`src/hdl/cshp_pkg.sv`:
```
package cshp_pkg;

  // host protocol bytes
  localparam logic [7:0] SYNC_BYTE    = 8'hF1;
  localparam logic [7:0] BINMODE_BYTE = 8'hE7;
  localparam logic [7:0] KEEP_HI_BYTE = 8'hDE;
  localparam logic [7:0] KEEP_LO_BYTE = 8'hAD;
  localparam logic [7:0] DEVINFO_BYTE = 8'h20;

  // command codes
  localparam logic [7:0] CMD_SEND_FRAME = 8'd0;
  localparam logic [7:0] CMD_TIME_SYNC  = 8'd1;
  localparam logic [7:0] CMD_BUTTONS    = 8'd2;
  localparam logic [7:0] CMD_ANALOG     = 8'd3;
  localparam logic [7:0] CMD_SET_OUT    = 8'd4;
  localparam logic [7:0] CMD_SET_BUS    = 8'd5;
  localparam logic [7:0] CMD_BUS_PARAM  = 8'd6;
  localparam logic [7:0] CMD_DEV_INFO   = 8'd7;
  localparam logic [7:0] CMD_SW_MODE    = 8'd8;
  localparam logic [7:0] CMD_KEEPALIVE  = 8'd9;
  localparam logic [7:0] CMD_SYS_TYPE   = 8'd10;
  localparam logic [7:0] CMD_ECHO_FRAME = 8'd11;
  localparam logic [7:0] CMD_BUS_COUNT  = 8'd12;
  localparam logic [7:0] CMD_EXT_BUSES  = 8'd13;
  localparam logic [7:0] CMD_SET_EXT    = 8'd14;

  // result kinds
  localparam logic [2:0] KIND_REPLY   = 3'd0;
  localparam logic [2:0] KIND_CONSOLE = 3'd1;
  localparam logic [2:0] KIND_SEND    = 3'd2;
  localparam logic [2:0] KIND_ECHO    = 3'd3;
  localparam logic [2:0] KIND_SAVED   = 3'd4;
  localparam logic [2:0] KIND_BINMODE = 3'd5;

  localparam logic [19:0] SPEED_MAX   = 20'd1000000;
  localparam logic [19:0] SPEED_RESET = 20'd500000;
  localparam logic [3:0]  DATA_MAX    = 4'd8;

  // work handed from parser to reply generator
  typedef enum logic [3:0] {
    J_CONSOLE, J_BINMODE, J_SEND, J_ECHO, J_SAVE, J_TIME, J_BUTTONS,
    J_ANALOG, J_BUSPARAM, J_DEVINFO, J_KEEPALIVE, J_BUSCOUNT, J_EXTBUS
  } job_op_t;

  typedef struct packed {
    job_op_t     op;
    logic [7:0]  byte_val;
    logic [31:0] word;
    logic [30:0] id;
    logic        ext;
    logic [1:0]  bus;
    logic [3:0]  len;
    logic [63:0] data;
    logic        en;
    logic [7:0]  systype;
  } job_t;

  typedef struct packed {
    logic [2:0]  kind;
    logic [7:0]  byte_value;
    logic        last;
    logic [30:0] frame_id;
    logic        frame_extended;
    logic [1:0]  frame_bus;
    logic [3:0]  frame_length;
    logic [63:0] frame_data;
    logic        bus_enabled_out;
    logic [19:0] bus_speed_out;
    logic [7:0]  system_type_out;
  } res_t;

endpackage

```
`src/hdl/cshp_queue.sv`:
```
module cshp_queue #(
  parameter int WIDTH = 8,
  parameter int DEPTH = 4
) (
  input  logic             clk,
  input  logic             rst_n,
  input  logic             push,
  input  logic [WIDTH-1:0] wdata,
  input  logic             pop,
  output logic [WIDTH-1:0] rdata,
  output logic             full,
  output logic             not_empty
);
  localparam int PW = (DEPTH > 1) ? $clog2(DEPTH) : 1;
  localparam int CW = $clog2(DEPTH + 1);
  localparam logic [PW-1:0] LAST_PTR = PW'(DEPTH - 1);
  localparam logic [CW-1:0] FULL_CNT = CW'(DEPTH);

  logic [WIDTH-1:0] mem_r [DEPTH];
  logic [PW-1:0]    wr_ptr_r, rd_ptr_r;
  logic [CW-1:0]    cnt_r;

  assign full      = (cnt_r == FULL_CNT);
  assign not_empty = (cnt_r != '0);
  assign rdata     = mem_r[rd_ptr_r];

  // storage, no reset needed
  always_ff @(posedge clk) begin
    if (push) begin
      mem_r[wr_ptr_r] <= wdata;
    end
  end

  // pointers and fill count
  always_ff @(posedge clk) begin
    if (!rst_n) begin
      wr_ptr_r <= '0;
      rd_ptr_r <= '0;
      cnt_r    <= '0;
    end else begin
      if (push) begin
        wr_ptr_r <= (wr_ptr_r == LAST_PTR) ? '0 : wr_ptr_r + 1'b1;
      end
      if (pop) begin
        rd_ptr_r <= (rd_ptr_r == LAST_PTR) ? '0 : rd_ptr_r + 1'b1;
      end
      if (push && !pop) begin
        cnt_r <= cnt_r + 1'b1;
      end else if (pop && !push) begin
        cnt_r <= cnt_r - 1'b1;
      end
    end
  end
endmodule

```
`src/hdl/cshp_front.sv`:
```
module cshp_front (
  input  logic           clk,
  input  logic           rst_n,
  input  logic           in_fire,
  input  logic [7:0]     rx_byte,
  input  logic [31:0]    time_us,
  input  logic           log_pressed,
  input  logic           replay_pressed,
  output logic           push,
  output cshp_pkg::job_t job
);
  import cshp_pkg::*;

  typedef enum logic [2:0] {
    ST_IDLE, ST_COMMAND, ST_FRAME_SEND, ST_SKIP_ONE, ST_SPEED, ST_SYSTYPE,
    ST_FRAME_ECHO, ST_EXT_BUSES
  } state_t;

  state_t      state_r, state_nxt;
  logic [4:0]  step_r, step_nxt;
  logic [31:0] id_r, id_nxt;
  logic        ext_r, ext_nxt;
  logic [1:0]  bus_r, bus_nxt;
  logic [3:0]  len_r, len_nxt;
  logic [7:0]  data_r [8];
  logic        data_we;
  logic [31:0] sw_r, sw_nxt;
  logic        en_r, en_nxt;
  logic [19:0] speed_r, speed_nxt;
  logic [7:0]  systype_r, systype_nxt;

  logic [31:0] full_word;
  logic [19:0] clamped;
  logic [4:0]  data_end;
  logic [63:0] masked;
  logic        is_frame;

  assign full_word = {rx_byte, sw_r[23:0]};
  assign clamped   = (full_word[19:0] > SPEED_MAX) ? SPEED_MAX : full_word[19:0];
  assign data_end  = {1'b0, len_r} + 5'd6;
  assign is_frame  = (state_r == ST_FRAME_SEND) || (state_r == ST_FRAME_ECHO);

  // frame data with bytes past the length cleared
  always_comb begin
    masked = '0;
    for (int i = 0; i < 8; i++) begin
      if (4'(i) < len_r) begin
        masked[8*i +: 8] = data_r[i];
      end
    end
  end

  // parser next state and job emission
  always_comb begin
    state_nxt   = state_r;
    step_nxt    = step_r;
    id_nxt      = id_r;
    ext_nxt     = ext_r;
    bus_nxt     = bus_r;
    len_nxt     = len_r;
    sw_nxt      = sw_r;
    en_nxt      = en_r;
    speed_nxt   = speed_r;
    systype_nxt = systype_r;
    data_we     = 1'b0;
    push        = 1'b0;
    job         = '0;
    job.word    = time_us;
    job.byte_val = {6'b0, replay_pressed, log_pressed};
    if (in_fire) begin
      unique case (state_r)
        ST_IDLE: begin
          if (rx_byte == SYNC_BYTE) begin
            state_nxt = ST_COMMAND;
          end else if (rx_byte == BINMODE_BYTE) begin
            push   = 1'b1;
            job.op = J_BINMODE;
          end else begin
            push         = 1'b1;
            job.op       = J_CONSOLE;
            job.byte_val = rx_byte;
          end
        end
        ST_COMMAND: begin
          unique case (rx_byte)
            CMD_SEND_FRAME: begin state_nxt = ST_FRAME_SEND; step_nxt = '0; end
            CMD_TIME_SYNC: begin
              state_nxt = ST_SKIP_ONE; step_nxt = '0; push = 1'b1; job.op = J_TIME;
            end
            CMD_BUTTONS: begin state_nxt = ST_IDLE; push = 1'b1; job.op = J_BUTTONS; end
            CMD_ANALOG: begin state_nxt = ST_IDLE; push = 1'b1; job.op = J_ANALOG; end
            CMD_SET_OUT, CMD_SW_MODE: begin state_nxt = ST_SKIP_ONE; step_nxt = '0; end
            CMD_SET_BUS: begin state_nxt = ST_SPEED; step_nxt = '0; end
            CMD_BUS_PARAM: begin
              state_nxt = ST_IDLE; push = 1'b1; job.op = J_BUSPARAM;
              job.en = en_r; job.word = {12'b0, speed_r};
            end
            CMD_DEV_INFO: begin state_nxt = ST_IDLE; push = 1'b1; job.op = J_DEVINFO; end
            CMD_KEEPALIVE: begin state_nxt = ST_IDLE; push = 1'b1; job.op = J_KEEPALIVE; end
            CMD_SYS_TYPE: begin state_nxt = ST_SYSTYPE; step_nxt = '0; end
            CMD_ECHO_FRAME: begin state_nxt = ST_FRAME_ECHO; step_nxt = '0; end
            CMD_BUS_COUNT: begin state_nxt = ST_IDLE; push = 1'b1; job.op = J_BUSCOUNT; end
            CMD_EXT_BUSES: begin
              state_nxt = ST_IDLE; step_nxt = '0; push = 1'b1; job.op = J_EXTBUS;
            end
            CMD_SET_EXT: begin state_nxt = ST_EXT_BUSES; step_nxt = '0; end
            default: ;
          endcase
        end
        ST_FRAME_SEND, ST_FRAME_ECHO: begin
          step_nxt = step_r + 1'b1;
          if (step_r < 5'd4) begin
            unique case (step_r[1:0])
              2'd0: id_nxt = {24'b0, rx_byte};
              2'd1: id_nxt[15:8] = rx_byte;
              2'd2: id_nxt[23:16] = rx_byte;
              default: begin
                id_nxt[31:24] = {1'b0, rx_byte[6:0]};
                ext_nxt       = rx_byte[7];
              end
            endcase
          end else if (step_r == 5'd4) begin
            bus_nxt = (state_r == ST_FRAME_SEND) ? rx_byte[1:0] : {1'b0, rx_byte[0]};
          end else if (step_r == 5'd5) begin
            len_nxt = (rx_byte[3:0] > DATA_MAX) ? DATA_MAX : rx_byte[3:0];
          end else if (step_r < data_end) begin
            data_we = 1'b1;
          end else begin
            state_nxt = ST_IDLE;
            push      = 1'b1;
            job.op    = (state_r == ST_FRAME_SEND) ? J_SEND : J_ECHO;
            job.id    = id_r[30:0];
            job.ext   = ext_r;
            job.bus   = bus_r;
            job.len   = len_r;
            job.data  = masked;
          end
        end
        ST_SKIP_ONE: state_nxt = ST_IDLE;
        ST_SPEED: begin
          step_nxt = step_r + 1'b1;
          if (step_r < 5'd4) begin
            unique case (step_r[1:0])
              2'd0: sw_nxt = {24'b0, rx_byte};
              2'd1: sw_nxt[15:8] = rx_byte;
              2'd2: sw_nxt[23:16] = rx_byte;
              default: begin
                sw_nxt = full_word;
                if (full_word != '0) begin
                  en_nxt    = 1'b1;
                  speed_nxt = clamped;
                end else begin
                  en_nxt = 1'b0;
                end
              end
            endcase
          end else if (step_r >= 5'd7) begin
            state_nxt   = ST_IDLE;
            push        = 1'b1;
            job.op      = J_SAVE;
            job.en      = en_r;
            job.word    = {12'b0, speed_r};
            job.systype = systype_r;
          end
        end
        ST_SYSTYPE: begin
          systype_nxt = rx_byte;
          state_nxt   = ST_IDLE;
          push        = 1'b1;
          job.op      = J_SAVE;
          job.en      = en_r;
          job.word    = {12'b0, speed_r};
          job.systype = rx_byte;
        end
        ST_EXT_BUSES: begin
          step_nxt = step_r + 1'b1;
          if (step_r >= 5'd11) begin
            state_nxt = ST_IDLE;
          end
        end
        default: state_nxt = ST_IDLE;
      endcase
    end
  end

  // frame data bytes
  always_ff @(posedge clk) begin
    if (!rst_n) begin
      for (int i = 0; i < 8; i++) begin
        data_r[i] <= '0;
      end
    end else if (data_we && is_frame) begin
      data_r[3'(step_r - 5'd6)] <= rx_byte;
    end
  end

  // parser state
  always_ff @(posedge clk) begin
    if (!rst_n) begin
      state_r   <= ST_IDLE;
      step_r    <= '0;
      id_r      <= '0;
      ext_r     <= 1'b0;
      bus_r     <= '0;
      len_r     <= '0;
      sw_r      <= '0;
      en_r      <= 1'b0;
      speed_r   <= SPEED_RESET;
      systype_r <= '0;
    end else begin
      state_r   <= state_nxt;
      step_r    <= step_nxt;
      id_r      <= id_nxt;
      ext_r     <= ext_nxt;
      bus_r     <= bus_nxt;
      len_r     <= len_nxt;
      sw_r      <= sw_nxt;
      en_r      <= en_nxt;
      speed_r   <= speed_nxt;
      systype_r <= systype_nxt;
    end
  end
endmodule

```
`src/hdl/cshp_back.sv`:
```
module cshp_back (
  input  logic           clk,
  input  logic           rst_n,
  input  cshp_pkg::job_t job,
  input  logic           job_valid,
  output logic           pop,
  input  logic           listen_only,
  input  logic [15:0]    build_number,
  output logic           out_valid,
  input  logic           out_ready,
  output cshp_pkg::res_t res
);
  import cshp_pkg::*;

  logic [4:0] idx_r;
  logic       valid_r;
  res_t       res_r, res_nxt;
  logic [4:0] last_idx;
  logic [7:0] rbyte;
  logic       load;

  assign out_valid = valid_r;
  assign res       = res_r;
  assign load      = job_valid && (!valid_r || out_ready);
  assign pop       = load && (idx_r == last_idx);

  // number of items per job, minus one
  always_comb begin
    unique case (job.op)
      J_TIME:      last_idx = 5'd5;
      J_BUTTONS:   last_idx = 5'd3;
      J_ANALOG:    last_idx = 5'd16;
      J_BUSPARAM:  last_idx = 5'd11;
      J_DEVINFO:   last_idx = 5'd7;
      J_KEEPALIVE: last_idx = 5'd3;
      J_BUSCOUNT:  last_idx = 5'd2;
      J_EXTBUS:    last_idx = 5'd16;
      default:     last_idx = 5'd0;
    endcase
  end

  // reply byte at the current position
  always_comb begin
    rbyte = '0;
    if (idx_r == 5'd0) begin
      rbyte = SYNC_BYTE;
    end
    unique case (job.op)
      J_CONSOLE: rbyte = job.byte_val;
      J_TIME: begin
        unique case (idx_r)
          5'd0: rbyte = SYNC_BYTE;
          5'd1: rbyte = CMD_TIME_SYNC;
          5'd2: rbyte = job.word[7:0];
          5'd3: rbyte = job.word[15:8];
          5'd4: rbyte = job.word[23:16];
          default: rbyte = job.word[31:24];
        endcase
      end
      J_BUTTONS: begin
        unique case (idx_r)
          5'd0: rbyte = SYNC_BYTE;
          5'd1: rbyte = CMD_BUTTONS;
          5'd2: rbyte = job.byte_val;
          default: rbyte = SYNC_BYTE ^ CMD_BUTTONS ^ job.byte_val;
        endcase
      end
      J_ANALOG: begin
        if (idx_r == 5'd1) rbyte = CMD_ANALOG;
        else if (idx_r == 5'd16) rbyte = SYNC_BYTE ^ CMD_ANALOG;
      end
      J_BUSPARAM: begin
        unique case (idx_r)
          5'd0: rbyte = SYNC_BYTE;
          5'd1: rbyte = CMD_BUS_PARAM;
          5'd2: rbyte = {3'b0, listen_only, 3'b0, job.en};
          5'd3: rbyte = job.word[7:0];
          5'd4: rbyte = job.word[15:8];
          5'd5: rbyte = job.word[23:16];
          5'd6: rbyte = job.word[31:24];
          default: rbyte = '0;
        endcase
      end
      J_DEVINFO: begin
        unique case (idx_r)
          5'd0: rbyte = SYNC_BYTE;
          5'd1: rbyte = CMD_DEV_INFO;
          5'd2: rbyte = build_number[7:0];
          5'd3: rbyte = build_number[15:8];
          5'd4: rbyte = DEVINFO_BYTE;
          default: rbyte = '0;
        endcase
      end
      J_KEEPALIVE: begin
        unique case (idx_r)
          5'd0: rbyte = SYNC_BYTE;
          5'd1: rbyte = CMD_KEEPALIVE;
          5'd2: rbyte = KEEP_HI_BYTE;
          default: rbyte = KEEP_LO_BYTE;
        endcase
      end
      J_BUSCOUNT: begin
        if (idx_r == 5'd1) rbyte = CMD_BUS_COUNT;
        else if (idx_r == 5'd2) rbyte = 8'd1;
      end
      J_EXTBUS: begin
        if (idx_r == 5'd1) rbyte = CMD_EXT_BUSES;
      end
      default: rbyte = '0;
    endcase
  end

  // result item assembly
  always_comb begin
    res_nxt      = '0;
    res_nxt.last = (idx_r == last_idx);
    unique case (job.op)
      J_CONSOLE: begin res_nxt.kind = KIND_CONSOLE; res_nxt.byte_value = rbyte; end
      J_BINMODE: res_nxt.kind = KIND_BINMODE;
      J_SEND, J_ECHO: begin
        res_nxt.kind           = (job.op == J_SEND) ? KIND_SEND : KIND_ECHO;
        res_nxt.frame_id       = job.id;
        res_nxt.frame_extended = job.ext;
        res_nxt.frame_bus      = job.bus;
        res_nxt.frame_length   = job.len;
        res_nxt.frame_data     = job.data;
      end
      J_SAVE: begin
        res_nxt.kind            = KIND_SAVED;
        res_nxt.bus_enabled_out = job.en;
        res_nxt.bus_speed_out   = job.word[19:0];
        res_nxt.system_type_out = job.systype;
      end
      default: begin res_nxt.kind = KIND_REPLY; res_nxt.byte_value = rbyte; end
    endcase
  end

  // output register
  always_ff @(posedge clk) begin
    if (load) begin
      res_r <= res_nxt;
    end
  end

  // item counter and output valid
  always_ff @(posedge clk) begin
    if (!rst_n) begin
      idx_r   <= '0;
      valid_r <= 1'b0;
    end else begin
      if (load) begin
        valid_r <= 1'b1;
        idx_r   <= pop ? '0 : idx_r + 1'b1;
      end else if (out_ready) begin
        valid_r <= 1'b0;
      end
    end
  end
endmodule

```
`src/hdl/can_host_serial_command_parser_top.sv`:
```
// channel  | direction | tdata / tuser / tlast
// in_      | slave     | tdata: rx_byte, time_us, log_pressed, replay_pressed
// out_     | master    | tdata: result fields, tuser: kind, tlast: last
// cfg_     | apb slave | 0x0 listen_only, 0x4 build_number
//
// one host byte is taken per cycle while the job queue has room
// each byte yields at most one job; the reply generator drains one
// result item per cycle while out_tready is high; a job yields 1 to 17 items
// rst_n is synchronous; settings return to their power-up values
// a stalled output holds its register and, once the queue fills, stalls input
module can_host_serial_command_parser_top #(
  parameter int QUEUE_DEPTH = 4
) (
  input  logic         clk,
  input  logic         rst_n,
  input  logic         in_tvalid,
  output logic         in_tready,
  // [7:0] rx_byte, [39:8] time_us, [40] log_pressed, [41] replay_pressed
  input  logic [47:0]  in_tdata,
  output logic         out_tvalid,
  input  logic         out_tready,
  // [7:0] byte_value, [38:8] frame_id, [39] frame_extended, [41:40] frame_bus,
  // [45:42] frame_length, [109:46] frame_data, [110] bus_enabled_out,
  // [130:111] bus_speed_out, [138:131] system_type_out
  output logic [143:0] out_tdata,
  // [2:0] kind
  output logic [2:0]   out_tuser,
  output logic         out_tlast,
  input  logic         cfg_psel,
  input  logic         cfg_penable,
  input  logic         cfg_pwrite,
  input  logic [2:0]   cfg_paddr,
  input  logic [31:0]  cfg_pwdata,
  output logic [31:0]  cfg_prdata,
  output logic         cfg_pready
);
  import cshp_pkg::*;

  logic        listen_only_r;
  logic [15:0] build_number_r;
  logic        cfg_wr;
  logic        push, pop, q_full, q_valid, in_fire;
  job_t        job_in, job_out;
  res_t        res;

  // configuration registers
  assign cfg_pready = 1'b1;
  assign cfg_wr     = cfg_psel & cfg_penable & cfg_pwrite & cfg_pready;
  assign cfg_prdata = cfg_paddr[2] ? {16'b0, build_number_r} : {31'b0, listen_only_r};

  always_ff @(posedge clk) begin
    if (!rst_n) begin
      listen_only_r  <= 1'b0;
      build_number_r <= '0;
    end else if (cfg_wr) begin
      if (cfg_paddr[2]) build_number_r <= cfg_pwdata[15:0];
      else              listen_only_r  <= cfg_pwdata[0];
    end
  end

  assign in_tready = !q_full;
  assign in_fire   = in_tvalid & in_tready;

  cshp_front u_front (
    .clk            (clk),
    .rst_n          (rst_n),
    .in_fire        (in_fire),
    .rx_byte        (in_tdata[7:0]),
    .time_us        (in_tdata[39:8]),
    .log_pressed    (in_tdata[40]),
    .replay_pressed (in_tdata[41]),
    .push           (push),
    .job            (job_in)
  );

  cshp_queue #(
    .WIDTH ($bits(job_t)),
    .DEPTH (QUEUE_DEPTH)
  ) u_queue (
    .clk       (clk),
    .rst_n     (rst_n),
    .push      (push),
    .wdata     (job_in),
    .pop       (pop),
    .rdata     (job_out),
    .full      (q_full),
    .not_empty (q_valid)
  );

  cshp_back u_back (
    .clk          (clk),
    .rst_n        (rst_n),
    .job          (job_out),
    .job_valid    (q_valid),
    .pop          (pop),
    .listen_only  (listen_only_r),
    .build_number (build_number_r),
    .out_valid    (out_tvalid),
    .out_ready    (out_tready),
    .res          (res)
  );

  // result packing
  assign out_tuser = res.kind;
  assign out_tlast = res.last;
  assign out_tdata = {5'b0, res.system_type_out, res.bus_speed_out, res.bus_enabled_out,
                      res.frame_data, res.frame_length, res.frame_bus, res.frame_extended,
                      res.frame_id, res.byte_value};
endmodule
```
`config.mk`:
```
export PLATFORM = sky130hd
export DESIGN_NAME = can_host_serial_command_parser_top
export DESIGN_NICKNAME = d
export VERILOG_FILES = /design/src/hdl/cshp_pkg.sv /design/src/hdl/cshp_queue.sv /design/src/hdl/cshp_front.sv /design/src/hdl/cshp_back.sv /design/src/hdl/can_host_serial_command_parser_top.sv
export SDC_FILE = /design/constraint.sdc
export NUM_CORES = 1
export LEC_CHECK = 0
export BUFFER_PORTS_ARGS = -buffer_cell sky130_fd_sc_hd__buf_2
export CAP_MARGIN = 40
export CORE_MARGIN = 3
export CORE_UTILIZATION = 30
export DETAILED_ROUTE_END_ITERATION = 7
export REMOVE_ABC_BUFFERS = 1
export SLEW_MARGIN = 20
export SYNTH_ARGS = -nofsm -noshare
export SYNTH_HDL_FRONTEND = slang
export SYNTH_HIERARCHICAL = 1
export SYNTH_SLANG_ARGS = --single-unit
export TNS_END_PERCENT = 30
```
`constraint.sdc`:
```
create_clock -name clk -period 12 [get_ports clk]
set_input_delay 0 -clock clk [delete_from_list [all_inputs] [get_ports clk]]
set_output_delay 0 -clock clk [all_outputs]
set_load 0.01 [all_outputs]
```
Word level (Yosys, flattened, before mapping)
Memory sizes are Yosys's and may differ from the RTL's. A register that Yosys moved wholly into a read port is not among the register bits.
Cells that the tools add are included.
{"block": "word_totals", "ff_bits": 272, "ramBits": 684, "mem_bits_ro": 80, "inputBits": 90, "out_inout_bits": 183, "mem_count": 3}
{"memory": "u_queue.mem_r", "depth": 4, "width": 155, "read_ports": 1, "rd_ports_with_merged_regs": 1, "write_ports": 1, "line": "cshp_queue.sv:19", "rtl": "logic [WIDTH-1:0] mem_r [DEPTH];"}
{"memory": "(name not given)", "depth": 16, "width": 5, "read_ports": 1, "rd_ports_with_merged_regs": 0, "write_ports": 0, "line": "cshp_back.sv:29", "rtl": "unique case (job.op)"}
{"memory": "u_front.data_r", "depth": 8, "width": 8, "read_ports": 8, "rd_ports_with_merged_regs": 0, "write_ports": 8, "line": "cshp_front.sv:25", "rtl": "logic [7:0] data_r [8];"}
{"block": "op_classes", "n_addsub": 8, "magnitude_cmp": 14, "eq_ne": 60, "muxes": 104, "bitwise_logic": 9, "reduce_logical": 52}
{"cell": "$mux 102", "n": 5}
{"cell": "$mux 155", "n": 1}
{"cell": "$mux 8", "n": 17}
{"cell": "$mux 32", "n": 3}
{"cell": "$pmux 32 s3", "n": 1}
{"cell": "$pmux 8 s5", "n": 2}
{"cell": "$pmux 8 s9", "n": 1}
{"cell": "$eq 8x4->1 const B", "n": 7}
{"cell": "$pmux 8 s7", "n": 1}
{"cell": "$pmux 8 s2", "n": 3}
{"cell": "$pmux 8 s3", "n": 2}
{"cell": "$reduce_and 4->1", "n": 10}
{"cell": "$mux 3", "n": 12}
{"cell": "$eq 8x3->1 const B", "n": 4}
{"cell": "$pmux 4 s8", "n": 1}
{"cell": "$reduce_bool 32->1", "n": 1}
{"cell": "$mux 1", "n": 29}
{"cell": "$mux 9", "n": 3}
{"cell": "$eq 5x3->1 const B", "n": 5}
{"cell": "$mux 4", "n": 6}
{"cell": "$pmux 3 s7", "n": 1}
{"cell": "$eq 4x4->1 const B", "n": 5}
{"cell": "$gt 20x20->1 const B", "n": 1}
{"cell": "$mux 20", "n": 1}
{"cell": "65 further kinds", "n": 125}

Longest topological paths before layout
{"block": "logic_depth", "depth_word": 14, "mapped_depth": 18}

Hierarchy
Netlist, hierarchy kept.
{"mod": "cshp_queue", "n_inst": 1, "cells_each": 853, "area_per_inst_um2": 22811.9, "seq_area_each_um2": 18798.0}
{"mod": "cshp_front", "n_inst": 1, "cells_each": 903, "area_per_inst_um2": 8340.5, "seq_area_each_um2": 3903.7}
{"mod": "cshp_back", "n_inst": 1, "cells_each": 567, "area_per_inst_um2": 7161.9, "seq_area_each_um2": 4414.2}
{"mod": "can_host_serial_command_parser_top", "n_inst": 1, "cells_each": 118, "area_per_inst_um2": 998.5, "seq_area_each_um2": 340.3}

Worst setup path before layout
OpenSTA, ideal clock, no wires.
{"block": "synth_path", "path_kind": "register to register", "from": "reg u_front.len_r[1]", "to": "mem u_queue/mem_r[0][0] in the netlist's numbering, enable pin", "setup_ps": 533, "t_arrival_ps": 5887, "setup_slack_ps": 5581, "stages_incl_launch_ff": 12, "period_less_slack_ps": 6419, "path_cell_list": "dfxtp_1 > inv_1 > ha_1 > xor2_1 > ha_1 > a21o_1 > a21oi_1 > o21ai_1 > nand2_1 > and3b_1 > a311oi_1 > and2_1"}
{"block": "synth_via", "elab_chain_len": 10}
{"item": "start, declared", "line": "cshp_front.sv:24", "rtl": "logic [3:0] len_r, len_nxt;"}
{"item": "start signal, assigned", "line": "cshp_front.sv:216", "rtl": "len_r <= len_nxt;"}
{"item": "$add 4x3->5", "line": "cshp_front.sv:40", "rtl": "assign data_end = {1'b0, len_r} + 5'd6;"}
{"item": "$lt 5x5->1", "line": "cshp_front.sv:126", "rtl": "end else if (step_r < data_end) begin"}
{"item": "$mux 1", "line": "cshp_front.sv:126"}
{"item": "$mux 1", "line": "cshp_front.sv:124", "rtl": "end else if (step_r == 5'd5) begin"}
{"item": "$mux 1", "line": "cshp_front.sv:122", "rtl": "end else if (step_r == 5'd4) begin"}
{"item": "$mux 1", "line": "cshp_front.sv:112", "rtl": "if (step_r < 5'd4) begin"}
{"item": "$pmux 1 s5", "line": "cshp_front.sv:71", "rtl": "unique case (state_r)"}
{"item": "$mux 1", "line": "cshp_front.sv:70", "rtl": "if (in_fire) begin"}
{"item": "via push", "line": "can_host_serial_command_parser_top.sv:42", "rtl": "logic push, pop, q_full, q_valid, in_fire;"}
{"item": "$mux 1", "line": "cshp_queue.sv:29", "rtl": "if (push) begin"}
{"item": "$mux 1 (implied by the code)", "line": "cshp_queue.sv:30", "rtl": "mem_r[wr_ptr_r] <= wdata;"}
{"item": "end, declared", "line": "cshp_queue.sv:19"}
The timed path passes the listed nets, and every way through them passes these cells.

==> summary.md <==
| Metric | Value |
|---|---|
| Worst setup margin | 6.91 ns |
| M1 wire length | 42400 µm |
| Final period utilization | 42.5% |
| GRT Total Usage | 13.7% |
| Crit path arrival time | 5.71 ns |
| Final Hold Vio Count | 0 |
| Status | completed |
| CP Capture Type | flop |
| Area of the die | 0.135 mm² |
| Area contributors post-synth | edfxtp_1 63%, mux4_2 8.9%, dfxtp_1 6.7% |
| Final GP Congestion | 0.828 |
| RSZ-0062 raised after global routing | false |
| CTS Root Cell | clkbuf_16 |
| Leakage | around 16 nW |
| Final ANT Viol Nets | 0 |
| Netlist Area Pre-Place | 0.0393 mm² |
| Synth warn | 6 |
| Pin count of the biggest net entering global routing | 119 |
| Share of layout cells above drive strength 1 | a little under a quarter |
| Final Max Tran Viols | 0 |
| Tot Pwr | between 0.009 and 0.01 W |
| Final setup viols | 0 |
| FF/Latch Area | 0.0275 mm² |
| Initial core utilization | 30.3% |
| Skew final | 0.0553 ns |
| Least-Margin Pin Slew | 0.906 ns |
| CP cell instances | buf_12 > mux4_2 > inv_1 > ha_1 > and4bb_1 > a31oi_1 > o32a_1 > a2111oi_4 > and2_1 > inv_1 > ha_1 > inv_1 > fa_1 > xor2_1 > or3_1 > a21boi_0 |
| IO buf count | about 230 |
| Resize count post-CTS | 0 |
| TritonCTS clock tree | done |
| Max cap viols | 0 |
| Worst EP required | approximately 13 ns |
| Pwr dens | 196 mW/mm² |
| Met3 routed wirelength | slightly below 6000 µm |
| Type of origin of the critical path | flop |
| Number of DRC markers in iteration 0 | 1913 |
| Uppermost layer routed | met4 |
| DRT Pass-1 Iters | 5 |
| Clk buf depth | 3 |
| Routed length per instance | 20.9 µm |
| Clock transition at path regs | 0.06 ns |
| Area occupied by multi-input gates | around 0.011 mm² |
| Antenna violations before repair | 6 |
| CP dominant cell by count | inv_1 |
| Worst-Skew Late Latency | 0.68 ns |
| Mapped Cells | 2441 |
| P&R area growth vs syn | 17.8% |
| Synth top area share | 63.2% |
| Num CTS Buffers | 98 |
| Post-synth EDFFs | 827 |
| Cell area after layout | 0.0463 mm² |
| Dpl hpwl | a little under 60000 µm |
| CP Max Fanout | 95 |
| CTS Sinks | 958 |
| Die Y | 368 µm |
| Final Net Count | 2842 |
| CP max-delay cell | buf_12 |
| H-tree lvl count | 3 |
| Vias in the first global route | 21300 |
| Worst slew margin | 39.6% |
| Register area share after synthesis | 69.8% |
| Max frequency | 196 MHz |
| # IOs | 273 |
| Metal2 WL | 45200 µm |
| Main synth FF type | edfxtp_1 |
| DRC Markers | 0 |
| Synth cell count leaders | 827 x edfxtp_1, 237 x and2_1, 155 x mux4_2 |
| Final wirelength | 95400 µm |
| Asr flop ratio synth | 0% |
| Vias | approximately 22000 |
| DP Area | 0.0423 mm² |
| Worst vdd ir | 171 µV |
| Cell with the most instances after synthesis | edfxtp_1 |
| Post-Syn Area per Cell | 16.1 µm² |
| Setup_tns | 0 ns |
| Post-CTS Setup Inserts | 0 |
| Hold Buf Count CTS | around 70 |
| Dpl ws | a little under 7 ns |
| # fillers | 12300 |
| Die Wd | between 300 and 400 µm |
| Distinct cells, synth | 91 |
| Synth Register Bits | about 960 |
| Hold Crit Class | primary input to flop |
| Row count | 132 |
| Yosys top cell by area | edfxtp_1 |
| Critical path's largest stage delay | 0.67 ns |
| Crit path kind | flop to flop |
| Core Area | 0.130 mm² |
| GRT overflow | 0 |
| Vias per inst | 4.77 |
| Tmin final | 5.09 ns |
| Global-route wire length before repair | 141000 µm |
[worst paths after layout]
| kind | to | cells past startpoint | start | slack [ns] |
|---|---|---|---|---|
| worst max-delay path | u_queue/cnt_r[2] | 16 | flop | 6.91 |
| worst min-delay path | build_number_r[4] | 4 | cfg_psel | 0.08 |
| worst max register to register | u_queue/cnt_r[2] | 16 | flop | 6.91 |
| worst min register to register | u_front/id_r[30] | 2 | u_front/id_r[30] | 0.45 |
[cell type report]
cell class | count | share of cell area, %
antenna | 1 | 0.00540
clock buffer | 122 | 5.63
clock inverter | 62 | 1.52
inverter | 35 | 0.284
multi-input combinational | 1281 | 23.3
sequential | 958 | 59.3
tap | 1742 | 4.71
timing repair buffer | 352 | 5.24
[sequential cells by signal, indices dropped and copies added, names as in the netlist, 2 cells and up, named ones only]
name	flops
u_front/len_r	4
u_front/bus_r	2
u_queue/rd_ptr_r	2
u_queue/cnt_r	3
u_queue/mem_r	620
u_front/systype_r	8
build_number_r	16
u_front/data_r	64
u_front/step_r	5
u_front/id_r	31
u_front/sw_r	24
u_front/state_r	3
u_queue/wr_ptr_r	2
u_back/res	143
u_back/idx_r	5
u_front/speed_r	20
[where the power goes]
group / switching [W] / internal, W
clock network: 0.00129 / 0.00181
logic: 0.00102 / 0.000625
registers: 0.000174 / 0.00417
[placed cells by master, fill, tap and decap left out, drive strengths merged, types with 9 or more instances in the layout]
| master | count |
|---|---|
| a32o | 9 |
| nand4 | 9 |
| and3 | 27 |
| o21ai | 43 |
| nand2 | 143 |
| a211oi | 9 |
| nor4 | 26 |
| and2 | 244 |
| nand3 | 35 |
| buf | 283 |
| a21oi | 46 |
| dfxtp | 131 |
| ha | 25 |
| dlygate4sd3 | 68 |
| a21o | 9 |
| mux2 | 27 |
| nor2 | 53 |
| a221o | 10 |
| mux4 | 155 |
| edfxtp | 827 |
| clkinv | 43 |
| clkbuf | 123 |
| inv | 35 |
| or3 | 13 |
| mux2i | 31 |
| a22oi | 50 |
| bufinv | 12 |
| conb | 22 |
| nand2b | 12 |
| nor3 | 60 |
| nor2b | 68 |
| a21boi | 36 |
[stage by stage]
stage | hold WS (ns) | cells | util, %
after floorplan | 0.0619 | 2274 | -
after CTS | 0.0396 | 4547 | 35.6
after global routing | 0.0612 | 4552 | 35.7
after global placement | 0.254 | 4277 | 32.4
after detailed placement | 0.257 | 4295 | 32.5
final | 0.0825 | 4553 | 35.7
[per-layer routing]
layer | global-route usage [%] | up-vias
li1 | - | 9930
met1 | 19.0 | 11000
met2 | 21.9 | 653
met3 | 2.61 | 116
met4 | 3.96 | 0
met5 | 0 | -
[cells by family after synthesis]
group,Yosys count,share of synthesized area (%)
simple gates,728,10.5
fa+ha+maj,26,0.847
mux,213,10.4
flops,958,69.8
buf+inv,222,2.97
xor+xnor,11,0.245
other cells,2,0.0191
compound gates,281,5.13
[worst max-delay path, delay by kind of cell, from the launching register on]
| kind | cells | cell delay [ns] |
|---|---|---|
| AO/OA/AOI/OAI | 4 | 1.02 |
| multiplexers | 1 | 0.66 |
| AND/OR/NAND/NOR | 3 | 0.82 |
| buffers and inverters | 4 | 0.95 |
| flip-flops | 1 | 0.64 |
| XOR/XNOR | 1 | 0.07 |
| adder cells (fa/ha/maj) | 3 | 0.83 |
Note: power is estimated with default switching activity, not from simulation.
